--- src/hdl/tow_speed_ramp_controller_defines.svh ---
// Assertion macros for the tow speed ramp controller; tsrc_dp uses them.
// Each macro expects signals named clk and rst in the module that uses it.
`ifndef TOW_SPEED_RAMP_CONTROLLER_DEFINES_SVH
`define TOW_SPEED_RAMP_CONTROLLER_DEFINES_SVH

// Same-cycle implication, checked outside reset.
`define TSRC_ASSERT_IMPL(lbl, ante, cons) \
  lbl: assert property (@(posedge clk) disable iff (rst) (ante) |-> (cons)) \
    else $error("%m: check failed");

// Next-cycle implication, checked outside reset.
`define TSRC_ASSERT_NEXT(lbl, ante, cons) \
  lbl: assert property (@(posedge clk) disable iff (rst) (ante) |=> (cons)) \
    else $error("%m: check failed");

`endif

--- src/hdl/tsrc_pkg.sv ---
`default_nettype none

package tsrc_pkg;

  localparam int OP_W     = 3;
  localparam int TIME_W   = 16;
  localparam int ANG_W    = 16;
  localparam int GS_W     = 16;
  localparam int SPEED_W  = 12;
  localparam int RATE_W   = 11;
  localparam int VEL_W    = 13;
  localparam int FRAC_W   = 16;
  localparam int FINE_W   = SPEED_W + FRAC_W;
  localparam int MUL_W    = 16;
  localparam int PROD_W   = 2 * MUL_W;
  localparam int Z_W      = 15;
  localparam int FLAGS_W  = 3;
  localparam int EV_W     = 3;
  localparam int CFG_IDX_W  = 2;
  localparam int CFG_DATA_W = 12;

  // Register limits and reset values.
  localparam logic [SPEED_W-1:0] TARGET_MIN   = 12'd26;
  localparam logic [SPEED_W-1:0] TARGET_MAX   = 12'd2304;
  localparam logic [SPEED_W-1:0] TARGET_RESET = 12'd256;
  localparam logic [RATE_W-1:0]  RATE_MIN     = 11'd26;
  localparam logic [RATE_W-1:0]  RATE_MAX     = 11'd1152;
  localparam logic [RATE_W-1:0]  ACCEL_RESET  = 11'd51;
  localparam logic [RATE_W-1:0]  DECEL_RESET  = 11'd128;

  // 0.2 m/s in 1/2^24 m/s units, and 0.5 m/s in 1/256 m/s.
  localparam logic [FINE_W-1:0]  STOP_DONE_FINE = 28'd3355443;
  localparam logic [GS_W-1:0]    MOVING_LIMIT   = 16'd128;

  // Odd polynomial sine coefficients, Q1.15 output.
  localparam logic [MUL_W-1:0]   SIN_A = 16'd25736;
  localparam logic [MUL_W-1:0]   SIN_B = 16'd10512;
  localparam logic [MUL_W-1:0]   SIN_C = 16'd1160;
  localparam logic [ANG_W-1:0]   QUARTER_TURN = 16'd16384;
  localparam logic [Z_W-1:0]     Z_QUARTER    = 15'd16384;
  localparam logic [Z_W-1:0]     SINE_PEAK    = 15'd32767;
  localparam logic [PROD_W:0]    ROUND_HALF   = 33'd16384;

  localparam logic signed [1:0] DIR_STOP = 2'sb00;
  localparam logic signed [1:0] DIR_PUSH = 2'sb11;
  localparam logic signed [1:0] DIR_TUG  = 2'sb01;

  typedef enum logic [1:0] {
    MODE_IDLE     = 2'd0,
    MODE_STARTING = 2'd1,
    MODE_ACTIVE   = 2'd2,
    MODE_STOPPING = 2'd3
  } mode_t;

  typedef enum logic [OP_W-1:0] {
    OP_TICK        = 3'd0,
    OP_START_PUSH  = 3'd1,
    OP_START_TUG   = 3'd2,
    OP_STOP        = 3'd3,
    OP_TOGGLE_PUSH = 3'd4,
    OP_TOGGLE_TUG  = 3'd5,
    OP_LOADED      = 3'd6,
    OP_UNLOADED    = 3'd7
  } op_t;

  typedef enum logic [EV_W-1:0] {
    EV_NONE        = 3'd0,
    EV_NOT_LOADED  = 3'd1,
    EV_BRAKE_SET   = 3'd2,
    EV_MOVING      = 3'd3,
    EV_BRAKE_STOP  = 3'd4,
    EV_COMPLETE    = 3'd5,
    EV_IGNORED     = 3'd6
  } event_t;

  typedef enum logic [CFG_IDX_W-1:0] {
    CFG_TARGET_SPEED = 2'd0,
    CFG_ACCEL_RATE   = 2'd1,
    CFG_DECEL_RATE   = 2'd2
  } cfg_reg_t;

  typedef enum logic [3:0] {
    ST_WAIT,
    ST_DECIDE,
    ST_RAMP_MUL,
    ST_RAMP,
    ST_ZSQ,
    ST_CMUL,
    ST_T1,
    ST_T2,
    ST_MAG,
    ST_VEL,
    ST_DONE
  } ctl_state_t;

  // Sequencer to datapath, one step per cycle unless held.
  typedef struct packed {
    logic capture;
    logic decide;
    logic ramp_mul;
    logic ramp_upd;
    logic sin_zsq;
    logic sin_cmul;
    logic sin_t1;
    logic sin_t2;
    logic sin_mag;
    logic sin_vel;
    logic publish;
  } cmd_t;

  // Status from the datapath back to the sequencer.
  typedef struct packed {
    logic ramp_needed;
    logic resolve_needed;
    logic last_pass;
    logic out_free;
  } stat_t;

endpackage

`default_nettype wire

--- src/hdl/tsrc_req_if.sv ---
`default_nettype none

interface tsrc_req_if;
  import tsrc_pkg::*;

  logic              valid;
  logic              ready;
  logic [OP_W-1:0]   operation;
  logic [TIME_W-1:0] elapsed_time;
  logic [ANG_W-1:0]  heading;
  logic              brake_engaged;
  logic [GS_W-1:0]   ground_speed;

  modport source (
    output valid, operation, elapsed_time, heading, brake_engaged, ground_speed,
    input  ready
  );
  modport sink (
    input  valid, operation, elapsed_time, heading, brake_engaged, ground_speed,
    output ready
  );
endinterface

`default_nettype wire

--- src/hdl/tsrc_rsp_if.sv ---
`default_nettype none

interface tsrc_rsp_if;
  import tsrc_pkg::*;

  logic                     valid;
  logic                     ready;
  logic [1:0]               mode;
  logic signed [1:0]        direction;
  logic [SPEED_W-1:0]       speed;
  logic signed [VEL_W-1:0]  vel_x;
  logic signed [VEL_W-1:0]  vel_z;
  logic                     apply_force;
  logic [FLAGS_W-1:0]       condition_flags;
  logic [EV_W-1:0]          event_code;

  modport source (
    output valid, mode, direction, speed, vel_x, vel_z, apply_force,
           condition_flags, event_code,
    input  ready
  );
  modport sink (
    input  valid, mode, direction, speed, vel_x, vel_z, apply_force,
           condition_flags, event_code,
    output ready
  );
endinterface

`default_nettype wire

--- src/hdl/tsrc_cfg_if.sv ---
`default_nettype none

interface tsrc_cfg_if;
  import tsrc_pkg::*;

  logic                  valid;
  logic                  ready;
  logic [CFG_IDX_W-1:0]  index;
  logic [CFG_DATA_W-1:0] data;

  modport source (output valid, index, data, input ready);
  modport sink   (input valid, index, data, output ready);
endinterface

`default_nettype wire

--- src/hdl/tsrc_ctrl.sv ---
`default_nettype none

module tsrc_ctrl (
  input  logic            clk,
  input  logic            rst,
  input  logic            in_valid,
  output logic            in_ready,
  output tsrc_pkg::cmd_t  cmd,
  input  tsrc_pkg::stat_t stat
);
  import tsrc_pkg::*;

  ctl_state_t state, state_next;

  always_ff @(posedge clk) begin
    if (rst) begin
      state <= ST_WAIT;
    end else begin
      state <= state_next;
    end
  end

  always_comb begin
    state_next = state;
    case (state)
      ST_WAIT:     if (in_valid) state_next = ST_DECIDE;
      ST_DECIDE:   state_next = stat.ramp_needed ? ST_RAMP_MUL : ST_DONE;
      ST_RAMP_MUL: state_next = ST_RAMP;
      ST_RAMP:     state_next = stat.resolve_needed ? ST_ZSQ : ST_DONE;
      ST_ZSQ:      state_next = ST_CMUL;
      ST_CMUL:     state_next = ST_T1;
      ST_T1:       state_next = ST_T2;
      ST_T2:       state_next = ST_MAG;
      ST_MAG:      state_next = ST_VEL;
      ST_VEL:      state_next = stat.last_pass ? ST_DONE : ST_ZSQ;
      ST_DONE:     if (stat.out_free) state_next = ST_WAIT;
      default:     state_next = ST_WAIT;
    endcase
  end

  always_comb begin
    cmd      = '0;
    in_ready = 1'b0;
    case (state)
      ST_WAIT: begin
        in_ready    = 1'b1;
        cmd.capture = in_valid;
      end
      ST_DECIDE:   cmd.decide   = 1'b1;
      ST_RAMP_MUL: cmd.ramp_mul = 1'b1;
      ST_RAMP:     cmd.ramp_upd = 1'b1;
      ST_ZSQ:      cmd.sin_zsq  = 1'b1;
      ST_CMUL:     cmd.sin_cmul = 1'b1;
      ST_T1:       cmd.sin_t1   = 1'b1;
      ST_T2:       cmd.sin_t2   = 1'b1;
      ST_MAG:      cmd.sin_mag  = 1'b1;
      ST_VEL:      cmd.sin_vel  = 1'b1;
      ST_DONE:     cmd.publish  = stat.out_free;
      default: begin
        cmd      = '0;
        in_ready = 1'b0;
      end
    endcase
  end

endmodule

`default_nettype wire

--- src/hdl/tsrc_dp.sv ---
`default_nettype none
`include "tow_speed_ramp_controller_defines.svh"

module tsrc_dp (
  input  logic                              clk,
  input  logic                              rst,
  input  tsrc_pkg::cmd_t                    cmd,
  output tsrc_pkg::stat_t                   stat,
  input  logic [tsrc_pkg::OP_W-1:0]         operation,
  input  logic [tsrc_pkg::TIME_W-1:0]       elapsed_time,
  input  logic [tsrc_pkg::ANG_W-1:0]        heading,
  input  logic                              brake_engaged,
  input  logic [tsrc_pkg::GS_W-1:0]         ground_speed,
  input  logic                              cfg_write,
  input  logic [tsrc_pkg::CFG_IDX_W-1:0]    cfg_index,
  input  logic [tsrc_pkg::CFG_DATA_W-1:0]   cfg_data,
  input  logic                              out_ready,
  output logic                              out_valid,
  output tsrc_pkg::mode_t                   out_mode,
  output logic signed [1:0]                 out_dir,
  output logic [tsrc_pkg::SPEED_W-1:0]      out_speed,
  output logic signed [tsrc_pkg::VEL_W-1:0] out_vel_x,
  output logic signed [tsrc_pkg::VEL_W-1:0] out_vel_z,
  output logic                              out_force,
  output logic [tsrc_pkg::FLAGS_W-1:0]      out_flags,
  output tsrc_pkg::event_t                  out_event
);
  import tsrc_pkg::*;

  // Configuration.
  logic [SPEED_W-1:0] cruise_speed;
  logic [RATE_W-1:0]  accel_rate;
  logic [RATE_W-1:0]  decel_rate;

  // Captured item.
  op_t               op_q;
  logic [TIME_W-1:0] t_q;
  logic [ANG_W-1:0]  hdg_q;
  logic              brake_q;
  logic [GS_W-1:0]   gs_q;

  // Controller state.
  mode_t                   mode_q;
  logic signed [1:0]       dir_q;
  logic [SPEED_W-1:0]      speed_q;
  logic [FRAC_W-1:0]       frac_q;
  logic signed [VEL_W-1:0] vx_q;
  logic signed [VEL_W-1:0] vz_q;
  logic                    first_q;
  logic                    present_q;
  event_t                  ev_q;
  logic                    force_q;
  logic                    pass_q;

  // Shared multiplier and sine scratch.
  logic [MUL_W-1:0]  mul_a;
  logic [MUL_W-1:0]  mul_b;
  logic              mul_en;
  logic [PROD_W-1:0] p_q;
  logic [Z_W-1:0]    z2_q;

  // ---------------- Command decode ----------------
  mode_t             d_mode;
  logic signed [1:0] d_dir;
  logic              d_first;
  logic              d_present;
  event_t            d_ev;
  logic              d_ramp;
  logic              d_zero_speed;
  logic              d_clear;
  logic              want_start;
  logic              want_stop;
  logic signed [1:0] start_dir;
  logic              is_idle;
  logic              moving;

  assign is_idle = (mode_q == MODE_IDLE);
  assign moving  = (gs_q > MOVING_LIMIT);

  always_comb begin
    d_mode       = mode_q;
    d_dir        = dir_q;
    d_first      = first_q;
    d_present    = present_q;
    d_ev         = EV_NONE;
    d_ramp       = 1'b0;
    d_zero_speed = 1'b0;
    d_clear      = 1'b0;
    want_start   = 1'b0;
    want_stop    = 1'b0;
    start_dir    = DIR_TUG;
    case (op_q)
      OP_TICK: begin
        if (!is_idle) begin
          // The first tick after a start counts no time and starts from rest.
          if (first_q) begin
            d_zero_speed = 1'b1;
            d_first      = 1'b0;
          end
          if (!present_q) begin
            d_clear = 1'b1;
          end else begin
            if (mode_q != MODE_STOPPING && brake_q) begin
              d_mode = MODE_STOPPING;
              d_ev   = EV_BRAKE_STOP;
            end
            d_ramp = 1'b1;
          end
        end
      end
      OP_START_PUSH: begin
        want_start = 1'b1;
        start_dir  = DIR_PUSH;
      end
      OP_START_TUG: begin
        want_start = 1'b1;
      end
      OP_STOP: begin
        want_stop = 1'b1;
      end
      OP_TOGGLE_PUSH: begin
        want_start = is_idle;
        want_stop  = !is_idle;
        start_dir  = DIR_PUSH;
      end
      OP_TOGGLE_TUG: begin
        want_start = is_idle;
        want_stop  = !is_idle;
      end
      OP_LOADED: begin
        d_clear   = 1'b1;
        d_present = 1'b1;
      end
      OP_UNLOADED: begin
        d_clear   = 1'b1;
        d_present = 1'b0;
      end
      default: begin
        d_clear = 1'b0;
      end
    endcase

    if (want_start) begin
      if (!is_idle) begin
        d_ev = EV_IGNORED;
      end else if (!present_q) begin
        d_ev = EV_NOT_LOADED;
      end else if (brake_q) begin
        d_ev = EV_BRAKE_SET;
      end else if (moving) begin
        d_ev = EV_MOVING;
      end else begin
        d_dir   = start_dir;
        d_mode  = MODE_STARTING;
        d_first = 1'b1;
      end
    end
    if (want_stop) begin
      if (is_idle) begin
        d_ev = EV_IGNORED;
      end else begin
        d_mode = MODE_STOPPING;
      end
    end
    if (d_clear) begin
      d_mode  = MODE_IDLE;
      d_dir   = DIR_STOP;
      d_first = 1'b1;
    end
  end

  // ---------------- Ramp update ----------------
  logic [FINE_W-1:0] fine;
  logic [FINE_W-1:0] tgt_fine;
  logic [FINE_W-1:0] step;
  logic [FINE_W:0]   ramp_sum;
  logic [FINE_W-1:0] r_fine;
  mode_t             r_mode;
  logic              r_done;

  assign fine     = {speed_q, frac_q};
  assign tgt_fine = {cruise_speed, {FRAC_W{1'b0}}};
  assign step     = p_q[FINE_W-1:0];
  assign ramp_sum = {1'b0, fine} + {1'b0, step};

  always_comb begin
    r_mode = mode_q;
    r_fine = fine;
    r_done = 1'b0;
    case (mode_q)
      MODE_ACTIVE: begin
        r_fine = tgt_fine;
      end
      MODE_STARTING: begin
        if (ramp_sum >= {1'b0, tgt_fine}) begin
          r_fine = tgt_fine;
          r_mode = MODE_ACTIVE;
        end else begin
          r_fine = ramp_sum[FINE_W-1:0];
        end
      end
      default: begin
        r_fine = (step >= fine) ? '0 : fine - step;
        r_done = (r_fine <= STOP_DONE_FINE);
      end
    endcase
  end

  // ---------------- Sine and resolve ----------------
  logic [ANG_W-1:0]   ang;
  logic [1:0]         quad;
  logic [Z_W-1:0]     z;
  logic [Z_W-1:0]     p_hi;
  logic [Z_W-1:0]     t1;
  logic [Z_W-1:0]     t2;
  logic [Z_W+1:0]     y_raw;
  logic [Z_W-1:0]     y;
  logic [PROD_W:0]    m_sum;
  logic [SPEED_W-1:0] m;
  logic               neg;
  logic signed [VEL_W-1:0] vel;

  assign ang   = hdg_q - (pass_q ? QUARTER_TURN : '0);
  assign quad  = ang[ANG_W-1:ANG_W-2];
  assign z     = quad[0] ? (Z_QUARTER - {1'b0, ang[ANG_W-3:0]}) : {1'b0, ang[ANG_W-3:0]};
  assign p_hi  = p_q[28:14];
  assign t1    = Z_W'(SIN_B) - p_hi;
  assign t2    = Z_W'(SIN_A) - p_hi;
  assign y_raw = p_q[29:13];
  assign y     = (y_raw > {2'b00, SINE_PEAK}) ? SINE_PEAK : y_raw[Z_W-1:0];
  assign m_sum = {1'b0, p_q} + ROUND_HALF;
  assign m     = m_sum[26:15];
  // Negative when the sine is in the lower half turn, flipped for push.
  assign neg   = quad[1] ^ dir_q[1];

  always_comb begin
    if (dir_q == DIR_STOP) begin
      vel = '0;
    end else if (neg) begin
      vel = -$signed({1'b0, m});
    end else begin
      vel = $signed({1'b0, m});
    end
  end

  always_comb begin
    mul_en = 1'b1;
    mul_a  = '0;
    mul_b  = '0;
    if (cmd.ramp_mul) begin
      mul_a = {{(MUL_W-RATE_W){1'b0}}, (mode_q == MODE_STARTING) ? accel_rate : decel_rate};
      mul_b = t_q;
    end else if (cmd.sin_zsq) begin
      mul_a = {1'b0, z};
      mul_b = {1'b0, z};
    end else if (cmd.sin_cmul) begin
      mul_a = SIN_C;
      mul_b = {1'b0, p_hi};
    end else if (cmd.sin_t1) begin
      mul_a = {1'b0, t1};
      mul_b = {1'b0, z2_q};
    end else if (cmd.sin_t2) begin
      mul_a = {1'b0, z};
      mul_b = {1'b0, t2};
    end else if (cmd.sin_mag) begin
      mul_a = {1'b0, y};
      mul_b = {{(MUL_W-SPEED_W){1'b0}}, speed_q};
    end else begin
      mul_en = 1'b0;
    end
  end

  always_ff @(posedge clk) begin
    if (mul_en) begin
      p_q <= mul_a * mul_b;
    end
    if (cmd.sin_cmul) begin
      z2_q <= p_hi;
    end
  end

  // ---------------- Item capture ----------------
  always_ff @(posedge clk) begin
    if (cmd.capture) begin
      op_q    <= op_t'(operation);
      t_q     <= elapsed_time;
      hdg_q   <= heading;
      brake_q <= brake_engaged;
      gs_q    <= ground_speed;
    end else if (cmd.decide && d_zero_speed) begin
      t_q <= '0;
    end
  end

  // ---------------- Controller state ----------------
  always_ff @(posedge clk) begin
    if (rst) begin
      mode_q    <= MODE_IDLE;
      dir_q     <= DIR_STOP;
      speed_q   <= '0;
      frac_q    <= '0;
      vx_q      <= '0;
      vz_q      <= '0;
      first_q   <= 1'b1;
      present_q <= 1'b0;
      ev_q      <= EV_NONE;
      force_q   <= 1'b0;
      pass_q    <= 1'b0;
    end else if (cmd.decide) begin
      mode_q    <= d_mode;
      dir_q     <= d_dir;
      first_q   <= d_first;
      present_q <= d_present;
      ev_q      <= d_ev;
      force_q   <= 1'b0;
      if (d_zero_speed || d_clear) begin
        speed_q <= '0;
        frac_q  <= '0;
      end
      if (d_clear) begin
        vx_q <= '0;
        vz_q <= '0;
      end
    end else if (cmd.ramp_upd) begin
      pass_q <= 1'b0;
      if (r_done) begin
        mode_q  <= MODE_IDLE;
        dir_q   <= DIR_STOP;
        speed_q <= '0;
        frac_q  <= '0;
        vx_q    <= '0;
        vz_q    <= '0;
        first_q <= 1'b1;
        ev_q    <= EV_COMPLETE;
      end else begin
        mode_q  <= r_mode;
        speed_q <= r_fine[FINE_W-1:FRAC_W];
        frac_q  <= r_fine[FRAC_W-1:0];
      end
    end else if (cmd.sin_vel) begin
      pass_q <= 1'b1;
      if (!pass_q) begin
        vx_q <= vel;
      end else begin
        vz_q    <= vel;
        force_q <= 1'b1;
      end
    end
  end

  // ---------------- Configuration ----------------
  always_ff @(posedge clk) begin
    if (rst) begin
      cruise_speed <= TARGET_RESET;
      accel_rate   <= ACCEL_RESET;
      decel_rate   <= DECEL_RESET;
    end else if (cfg_write) begin
      case (cfg_reg_t'(cfg_index))
        CFG_TARGET_SPEED: begin
          if (cfg_data >= TARGET_MIN && cfg_data <= TARGET_MAX) begin
            cruise_speed <= cfg_data;
          end
        end
        CFG_ACCEL_RATE: begin
          if (cfg_data[RATE_W-1:0] >= RATE_MIN && cfg_data[RATE_W-1:0] <= RATE_MAX) begin
            accel_rate <= cfg_data[RATE_W-1:0];
          end
        end
        CFG_DECEL_RATE: begin
          if (cfg_data[RATE_W-1:0] >= RATE_MIN && cfg_data[RATE_W-1:0] <= RATE_MAX) begin
            decel_rate <= cfg_data[RATE_W-1:0];
          end
        end
        default: begin
          cruise_speed <= cruise_speed;
        end
      endcase
    end
  end

  // ---------------- Result register ----------------
  always_ff @(posedge clk) begin
    if (rst) begin
      out_valid <= 1'b0;
    end else if (cmd.publish) begin
      out_valid <= 1'b1;
    end else if (out_ready) begin
      out_valid <= 1'b0;
    end
  end

  always_ff @(posedge clk) begin
    if (cmd.publish) begin
      out_mode  <= mode_q;
      out_dir   <= dir_q;
      out_speed <= speed_q;
      out_vel_x <= vx_q;
      out_vel_z <= vz_q;
      out_force <= force_q;
      out_flags <= {moving, brake_q, !present_q};
      out_event <= ev_q;
    end
  end

  assign stat.ramp_needed    = d_ramp;
  assign stat.resolve_needed = !r_done && !brake_q;
  assign stat.last_pass      = pass_q;
  assign stat.out_free       = !out_valid || out_ready;

  // ---------------- Checks ----------------
  `TSRC_ASSERT_IMPL(a_idle_at_rest, mode_q == MODE_IDLE, speed_q == '0 && frac_q == '0 && dir_q == DIR_STOP && vx_q == '0 && vz_q == '0)
  `TSRC_ASSERT_IMPL(a_busy_has_dir, mode_q != MODE_IDLE, dir_q != DIR_STOP)
  `TSRC_ASSERT_IMPL(a_force_not_idle, out_valid && out_force, out_mode != MODE_IDLE)
  `TSRC_ASSERT_IMPL(a_publish_free, cmd.publish, !out_valid || out_ready)
  `TSRC_ASSERT_NEXT(a_publish_loads, cmd.publish, out_valid)

endmodule

`default_nettype wire

--- src/hdl/tow_speed_ramp_controller.sv ---
// Tow speed ramp controller.
//
// Commands and ticks arrive as words on the req channel (valid/ready); one
// result word per request leaves on the rsp channel. The cfg channel writes
// the cruise speed (index 0), accel_rate (1) and decel_rate (2); it is always
// ready, and out-of-range values are dropped. Write it only while idle.
//
// A request is taken only while the sequencer waits for work. Commands,
// ticks in idle and ticks without an aircraft go from the decide state
// straight to the final state, which publishes the result. A braked tick or
// one that ends the stop ramp also passes the ramp states; a tick that drives
// the velocities then makes two passes through the sine and resolve states,
// and the single shared 16x16 multiplier handles the ramp step and then the
// five products of each pass.
// The result register sits between the sides: a new request is accepted
// while an earlier result waits, and the next result stalls in the final
// state until the receiver takes the old one.
//
// Synchronous reset returns to idle with no aircraft loaded, zero speed,
// the register defaults, and no result pending.

`default_nettype none

module tow_speed_ramp_controller (
  input  logic  clk,
  input  logic  rst,
  tsrc_req_if.sink   req,
  tsrc_rsp_if.source rsp,
  tsrc_cfg_if.sink   cfg
);
  import tsrc_pkg::*;

  cmd_t  cmd;
  stat_t stat;
  mode_t out_mode;
  event_t out_event;

  // The register bank never back-pressures.
  assign cfg.ready = 1'b1;

  tsrc_ctrl u_ctrl (
    .clk      (clk),
    .rst      (rst),
    .in_valid (req.valid),
    .in_ready (req.ready),
    .cmd      (cmd),
    .stat     (stat)
  );

  tsrc_dp u_dp (
    .clk           (clk),
    .rst           (rst),
    .cmd           (cmd),
    .stat          (stat),
    .operation     (req.operation),
    .elapsed_time  (req.elapsed_time),
    .heading       (req.heading),
    .brake_engaged (req.brake_engaged),
    .ground_speed  (req.ground_speed),
    .cfg_write     (cfg.valid),
    .cfg_index     (cfg.index),
    .cfg_data      (cfg.data),
    .out_ready     (rsp.ready),
    .out_valid     (rsp.valid),
    .out_mode      (out_mode),
    .out_dir       (rsp.direction),
    .out_speed     (rsp.speed),
    .out_vel_x     (rsp.vel_x),
    .out_vel_z     (rsp.vel_z),
    .out_force     (rsp.apply_force),
    .out_flags     (rsp.condition_flags),
    .out_event     (out_event)
  );

  // Enumerated codes leave the block as plain bit fields.
  assign rsp.mode       = out_mode;
  assign rsp.event_code = out_event;

endmodule

`default_nettype wire

--- src/flat_wrapper.sv ---
// flat-port wrapper written by rule: the top's interface ports become plain ports
module tow_speed_ramp_controller_flat import tsrc_pkg::*;
  (clk, rst, req_valid, req_operation, req_elapsed_time, req_heading, req_brake_engaged, req_ground_speed, req_ready, rsp_valid, rsp_mode, rsp_direction, rsp_speed, rsp_vel_x, rsp_vel_z, rsp_apply_force, rsp_condition_flags, rsp_event_code, rsp_ready, cfg_valid, cfg_index, cfg_data, cfg_ready);
  tsrc_req_if req_i ();
  tsrc_rsp_if rsp_i ();
  tsrc_cfg_if cfg_i ();
  input  logic clk;
  input  logic rst;
  input wire logic [$bits(req_i.valid)-1:0] req_valid;
  input wire logic [$bits(req_i.operation)-1:0] req_operation;
  input wire logic [$bits(req_i.elapsed_time)-1:0] req_elapsed_time;
  input wire logic [$bits(req_i.heading)-1:0] req_heading;
  input wire logic [$bits(req_i.brake_engaged)-1:0] req_brake_engaged;
  input wire logic [$bits(req_i.ground_speed)-1:0] req_ground_speed;
  output wire logic [$bits(req_i.ready)-1:0] req_ready;
  output wire logic [$bits(rsp_i.valid)-1:0] rsp_valid;
  output wire logic [$bits(rsp_i.mode)-1:0] rsp_mode;
  output wire logic [$bits(rsp_i.direction)-1:0] rsp_direction;
  output wire logic [$bits(rsp_i.speed)-1:0] rsp_speed;
  output wire logic [$bits(rsp_i.vel_x)-1:0] rsp_vel_x;
  output wire logic [$bits(rsp_i.vel_z)-1:0] rsp_vel_z;
  output wire logic [$bits(rsp_i.apply_force)-1:0] rsp_apply_force;
  output wire logic [$bits(rsp_i.condition_flags)-1:0] rsp_condition_flags;
  output wire logic [$bits(rsp_i.event_code)-1:0] rsp_event_code;
  input wire logic [$bits(rsp_i.ready)-1:0] rsp_ready;
  input wire logic [$bits(cfg_i.valid)-1:0] cfg_valid;
  input wire logic [$bits(cfg_i.index)-1:0] cfg_index;
  input wire logic [$bits(cfg_i.data)-1:0] cfg_data;
  output wire logic [$bits(cfg_i.ready)-1:0] cfg_ready;
  assign req_i.valid = req_valid;
  assign req_i.operation = req_operation;
  assign req_i.elapsed_time = req_elapsed_time;
  assign req_i.heading = req_heading;
  assign req_i.brake_engaged = req_brake_engaged;
  assign req_i.ground_speed = req_ground_speed;
  assign req_ready = req_i.ready;
  assign rsp_valid = rsp_i.valid;
  assign rsp_mode = rsp_i.mode;
  assign rsp_direction = rsp_i.direction;
  assign rsp_speed = rsp_i.speed;
  assign rsp_vel_x = rsp_i.vel_x;
  assign rsp_vel_z = rsp_i.vel_z;
  assign rsp_apply_force = rsp_i.apply_force;
  assign rsp_condition_flags = rsp_i.condition_flags;
  assign rsp_event_code = rsp_i.event_code;
  assign rsp_i.ready = rsp_ready;
  assign cfg_i.valid = cfg_valid;
  assign cfg_i.index = cfg_index;
  assign cfg_i.data = cfg_data;
  assign cfg_ready = cfg_i.ready;
  tow_speed_ramp_controller u_core (.clk(clk), .rst(rst), .req(req_i), .rsp(rsp_i), .cfg(cfg_i));
endmodule
--- config.mk ---
export PLATFORM = sky130hd
export DESIGN_NAME = tow_speed_ramp_controller_flat
export DESIGN_NICKNAME = d
export VERILOG_FILES = /design/src/hdl/tsrc_pkg.sv /design/src/hdl/tsrc_req_if.sv /design/src/hdl/tsrc_rsp_if.sv /design/src/hdl/tsrc_cfg_if.sv /design/src/hdl/tsrc_ctrl.sv /design/src/hdl/tsrc_dp.sv /design/src/hdl/tow_speed_ramp_controller.sv /design/src/flat_wrapper.sv
export VERILOG_INCLUDE_DIRS = /design/src /design/src/hdl
export SDC_FILE = /design/constraint.sdc
export NUM_CORES = 1
export LEC_CHECK = 0
export BUFFER_PORTS_ARGS = -buffer_cell sky130_fd_sc_hd__clkbuf_2
export CAP_MARGIN = 20
export CORE_ASPECT_RATIO = 1.25
export CORE_UTILIZATION = 60
export DETAILED_ROUTE_END_ITERATION = 7
export PLACE_DENSITY = 0.82
export SYNTH_ARGS = -nofsm -noshare
export SYNTH_HDL_FRONTEND = slang
export SYNTH_HIERARCHICAL = 1
export SYNTH_SLANG_ARGS = --single-unit
--- constraint.sdc ---
create_clock -name clk -period 12.43 [get_ports clk]
set_input_delay 1.243 -clock clk [delete_from_list [all_inputs] [get_ports clk]]
set_output_delay 1.243 -clock clk [all_outputs]
set_load 0.05 [all_outputs]
==> results.toml <==
[floorplanning]
pin_count = 123
dieArea_sq_um = 39500
design.core.area_sq_um = 38100
die_y_um = 222
num_rows = 80
chipWidth_um = 178
start_util_pct = 60.9

[worst_setup_path]
r2r_end = "u_core/u_dp/p_q[28]"
reg2reg_slack_ns = 2.61
critPathKind = "register to register"
required_ns = 12.73
path_max_fanout = 13
critPathSlowestCell = "edfxtp_1"
cp-end-kind = "register"
cpPeakStageDelay_ns = 0.73
r2r_start = "u_core/u_dp/p_q[16]"
cp-start-kind = "register"
path_common_cell = "fa_1"
crit_arrival_ns = 10.12
r2r_cells = 34

[worst_hold_path]
hp-start = "u_core/u_dp/vz_q[12]"
hold_path_end = "u_core/u_dp/out_vel_z[12]"
hp-class = "register to register"
min_path_cells = 0

[synthesis]
synth_mux_area_share_pct = 2.85
synth.cell_area_sq_um = 23200
synth_warnings = 6
netlist_instances = 2574
synth-async-reset-ratio_pct = 0
avgSynthCellArea_sq_um = 9.03
synth_ff_type = "edfxtp_1"
synthAdderAreaFrac_pct = 24.6
synth_compound_area_share_pct = 16.3
ys_seq_elements = 250
seq_area_frac_synth_pct = 27.8
synth_xor_area_share_pct = 4.63
synth_top_family_by_area = "adder cells"
synth-simple-area-share_pct = 16.5
synth_edf_count = 146
ys_types = 95

[cts]
clkSinkCount = 250
cts_max_path_buffers = 3
cts_resized = 0
cts_tree = "built"
clock_latency_ns = 0.56
htree_levels = 1
root_buffer = "clkbuf_16"
cts_hold_buf = 0
clkSlewWorstSetupHoldPaths_ns = 0.07
cts_buffers = 26
cts_setup_buffers = 0

[drt]
drt-wirelength-per-cell_um = 23.3
vias_per_cell = 6.31
firstDrtPassIters = 8
drc = 0
num_vias = 19900
routed_wl_um = 73400
initialDrtViolationCount = 1756
antenna_left = 0

[grt]
grt_use_total_pct = 37.5
grt_max_degree = 69
grt_use_met3_pct = 5.45
gr-usage-met2_pct = 63.1
top_usage_layer = "met2"
grt_antenna_before_repair = 1
met1_usage_pct = 44.1
first_global_vias = 20300
grt_remaining_overflow = 0
grt_pass1_wl_um = 113000

[timing]
period_share_pct = 79.0
finClkSkew_ns = 0.0151
final-setup-viol-count = 0
setup_ws_ns = 2.61
slew_headroom_pct = 19.8
fmax_ghz = 0.102
tightest_slew_ns = 1.20
setup_tns_ns = 0
hold_viol = 0
maxSlewViolCount = 0
grt_setup_unrepaired = "false"
period_needed_ns = 9.82

[placed_design]
gp_congestion = 1.05
place_inst = 3105
port_buffers = 121
dp_hpwl_um = 56400
dpl_worst_slack_ns = 2.71

[outcome]
status = "completed"

[finish]
final_cell_mix = "inv_1 (291), nor2_1 (244), nand2_1 (230), fa_1 (181), ha_1 (168)"
syn_to_final_growth_pct = 8.24
layout_commonest_cell = "inv_1"
layout.nets = 3061
final-instance-count-excl-fill = 3154
fillCellCount = 3110
drive_above_1_share_pct = 10.5
fin_util_pct = 66.0

[flow_run]
max_cap_viol_count = 0

[power]
power.leakage_uw = 0.0108
ir_worst_vdd_v = 0.0000973
powerDensity_nw_per_um2 = 134
[critical path: cells and delay by family (launching register included)]
kind | cells | cell delay (ns)
DFF | 1 | 0.73
adders and majority gates | 7 | 3.40
buffers and inverters | 4 | 0.36
and+or+nand+nor | 7 | 1.67
xor gates and xnor gates | 1 | 0.10
AOI/OAI and AO/OA | 15 | 3.27
[sequential cells by signal (all words and copies together) (netlist names), 4 cells and up]
signal,count
u_core/u_dp/out_vel_x,13
u_core/u_dp/vx_q,13
u_core/u_dp/out_vel_z,13
u_core/u_dp/p_q,30
u_core/u_dp/z2_q,15
u_core/u_dp/t_q,16
u_core/u_dp/accel_rate,11
u_core/u_dp/cruise_speed,12
u_core/u_dp/decel_rate,11
u_core/u_ctrl/state,4
u_core/u_dp/speed_q,12
u_core/u_dp/frac_q,16
u_core/u_dp/hdg_q,16
u_core/u_dp/gs_q,16
u_core/u_dp/vz_q,13
u_core/u_dp/out_speed,12
[cell families after synthesis]
kind of cell / after synthesis
compound gates: 558
xor+xnor: 122
other cells: 3
simple gates: 805
fa+ha+maj: 349
flops: 250
buf+inv: 421
mux: 66
[cell type report]
| type | count | area (sq um) | share of cell area, % |
|---|---|---|---|
| clock inverter | 14 | 153 | 0.607 |
| clock buffer | 34 | 722 | 2.87 |
| multi-input combinational | 1904 | 15200 | 60.2 |
| tap | 492 | 616 | 2.45 |
| sequential | 250 | 6470 | 25.7 |
| antenna | 1 | 2.50 | 0.00995 |
| inverter | 294 | 1100 | 4.39 |
| timing repair buffer | 165 | 940 | 3.74 |
[power by group]
part | total [uW] | internal, uW | switching (uW)
Sequential | 1120 | 991 | 126
Combinational | 1450 | 483 | 968
Clock | 805 | 457 | 348
Total | 3370 | 1930 | 1440
[synth_stat cells (15+ instances only)]
| cell type | count | area share, % |
|---|---|---|
| inv_1 | 291 | 4.7 |
| a21o_1 | 25 | 0.81 |
| nand2b_1 | 47 | 1.3 |
| xnor2_1 | 99 | 3.7 |
| a211oi_1 | 20 | 0.65 |
| buf_2 | 16 | 0.34 |
| o211ai_1 | 16 | 0.52 |
| or2_2 | 20 | 0.54 |
| a221oi_1 | 18 | 0.68 |
| o21ai_0 | 119 | 2.6 |
| ha_1 | 168 | 9.0 |
| clkbuf_1 | 94 | 1.5 |
| o21bai_1 | 18 | 0.58 |
| a21oi_1 | 150 | 3.2 |
| dfxtp_1 | 104 | 9.0 |
| and2_1 | 42 | 1.1 |
| nand2_1 | 230 | 3.7 |
| edfxtp_1 | 146 | 19 |
| fa_1 | 181 | 16 |
| and3_1 | 15 | 0.40 |
| nand3_1 | 39 | 0.84 |
| xor2_1 | 22 | 0.83 |
| nor3_1 | 49 | 1.1 |
| nor2_1 | 246 | 4.0 |
| or3_1 | 16 | 0.43 |
| nor2b_1 | 35 | 0.94 |
| mux2i_1 | 64 | 2.8 |
| o21a_1 | 18 | 0.58 |
[stage by stage]
| stage | area, sq um | total power [uW] | hold slack (ns) |
|---|---|---|---|
| floorplan | 23200 | 2070 | 0.408 |
| global placement | 24300 | 2500 | 0.418 |
| detailed placement | 24300 | 2540 | 0.420 |
| CTS | 25200 | 3350 | 0.434 |
| global route | 25200 | 3530 | 0.436 |
| finish | 25200 | 3370 | 0.435 |
[metal layers]
metal | share of wire, % | wire length, um | vias to the layer above
li1 | - | - | 8954
met5 | 0 | 0 | -
met3 | 7.5 | 5530 | 316
met1 | 36 | 26800 | 9595
met2 | 48 | 35600 | 1039
met4 | 7.6 | 5550 | 0
[worst max path at each step]
stage	startpoint	end	depth (start not counted)
4_1_cts	u_core/u_dp/p_q[16]	u_core/u_dp/p_q[28]	35
5_1_grt	u_core/u_dp/p_q[16]	u_core/u_dp/p_q[28]	35
2_1_floorplan	u_core/u_ctrl/state[3]	u_core/u_dp/p_q[28]	35
6_report	u_core/u_dp/p_q[16]	u_core/u_dp/p_q[28]	34
3_3_place_gp	u_core/u_dp/p_q[16]	u_core/u_dp/p_q[28]	35
3_5_place_dp	u_core/u_dp/p_q[16]	u_core/u_dp/p_q[28]	35
No activity file was read; power rests on OpenSTA's default activity.
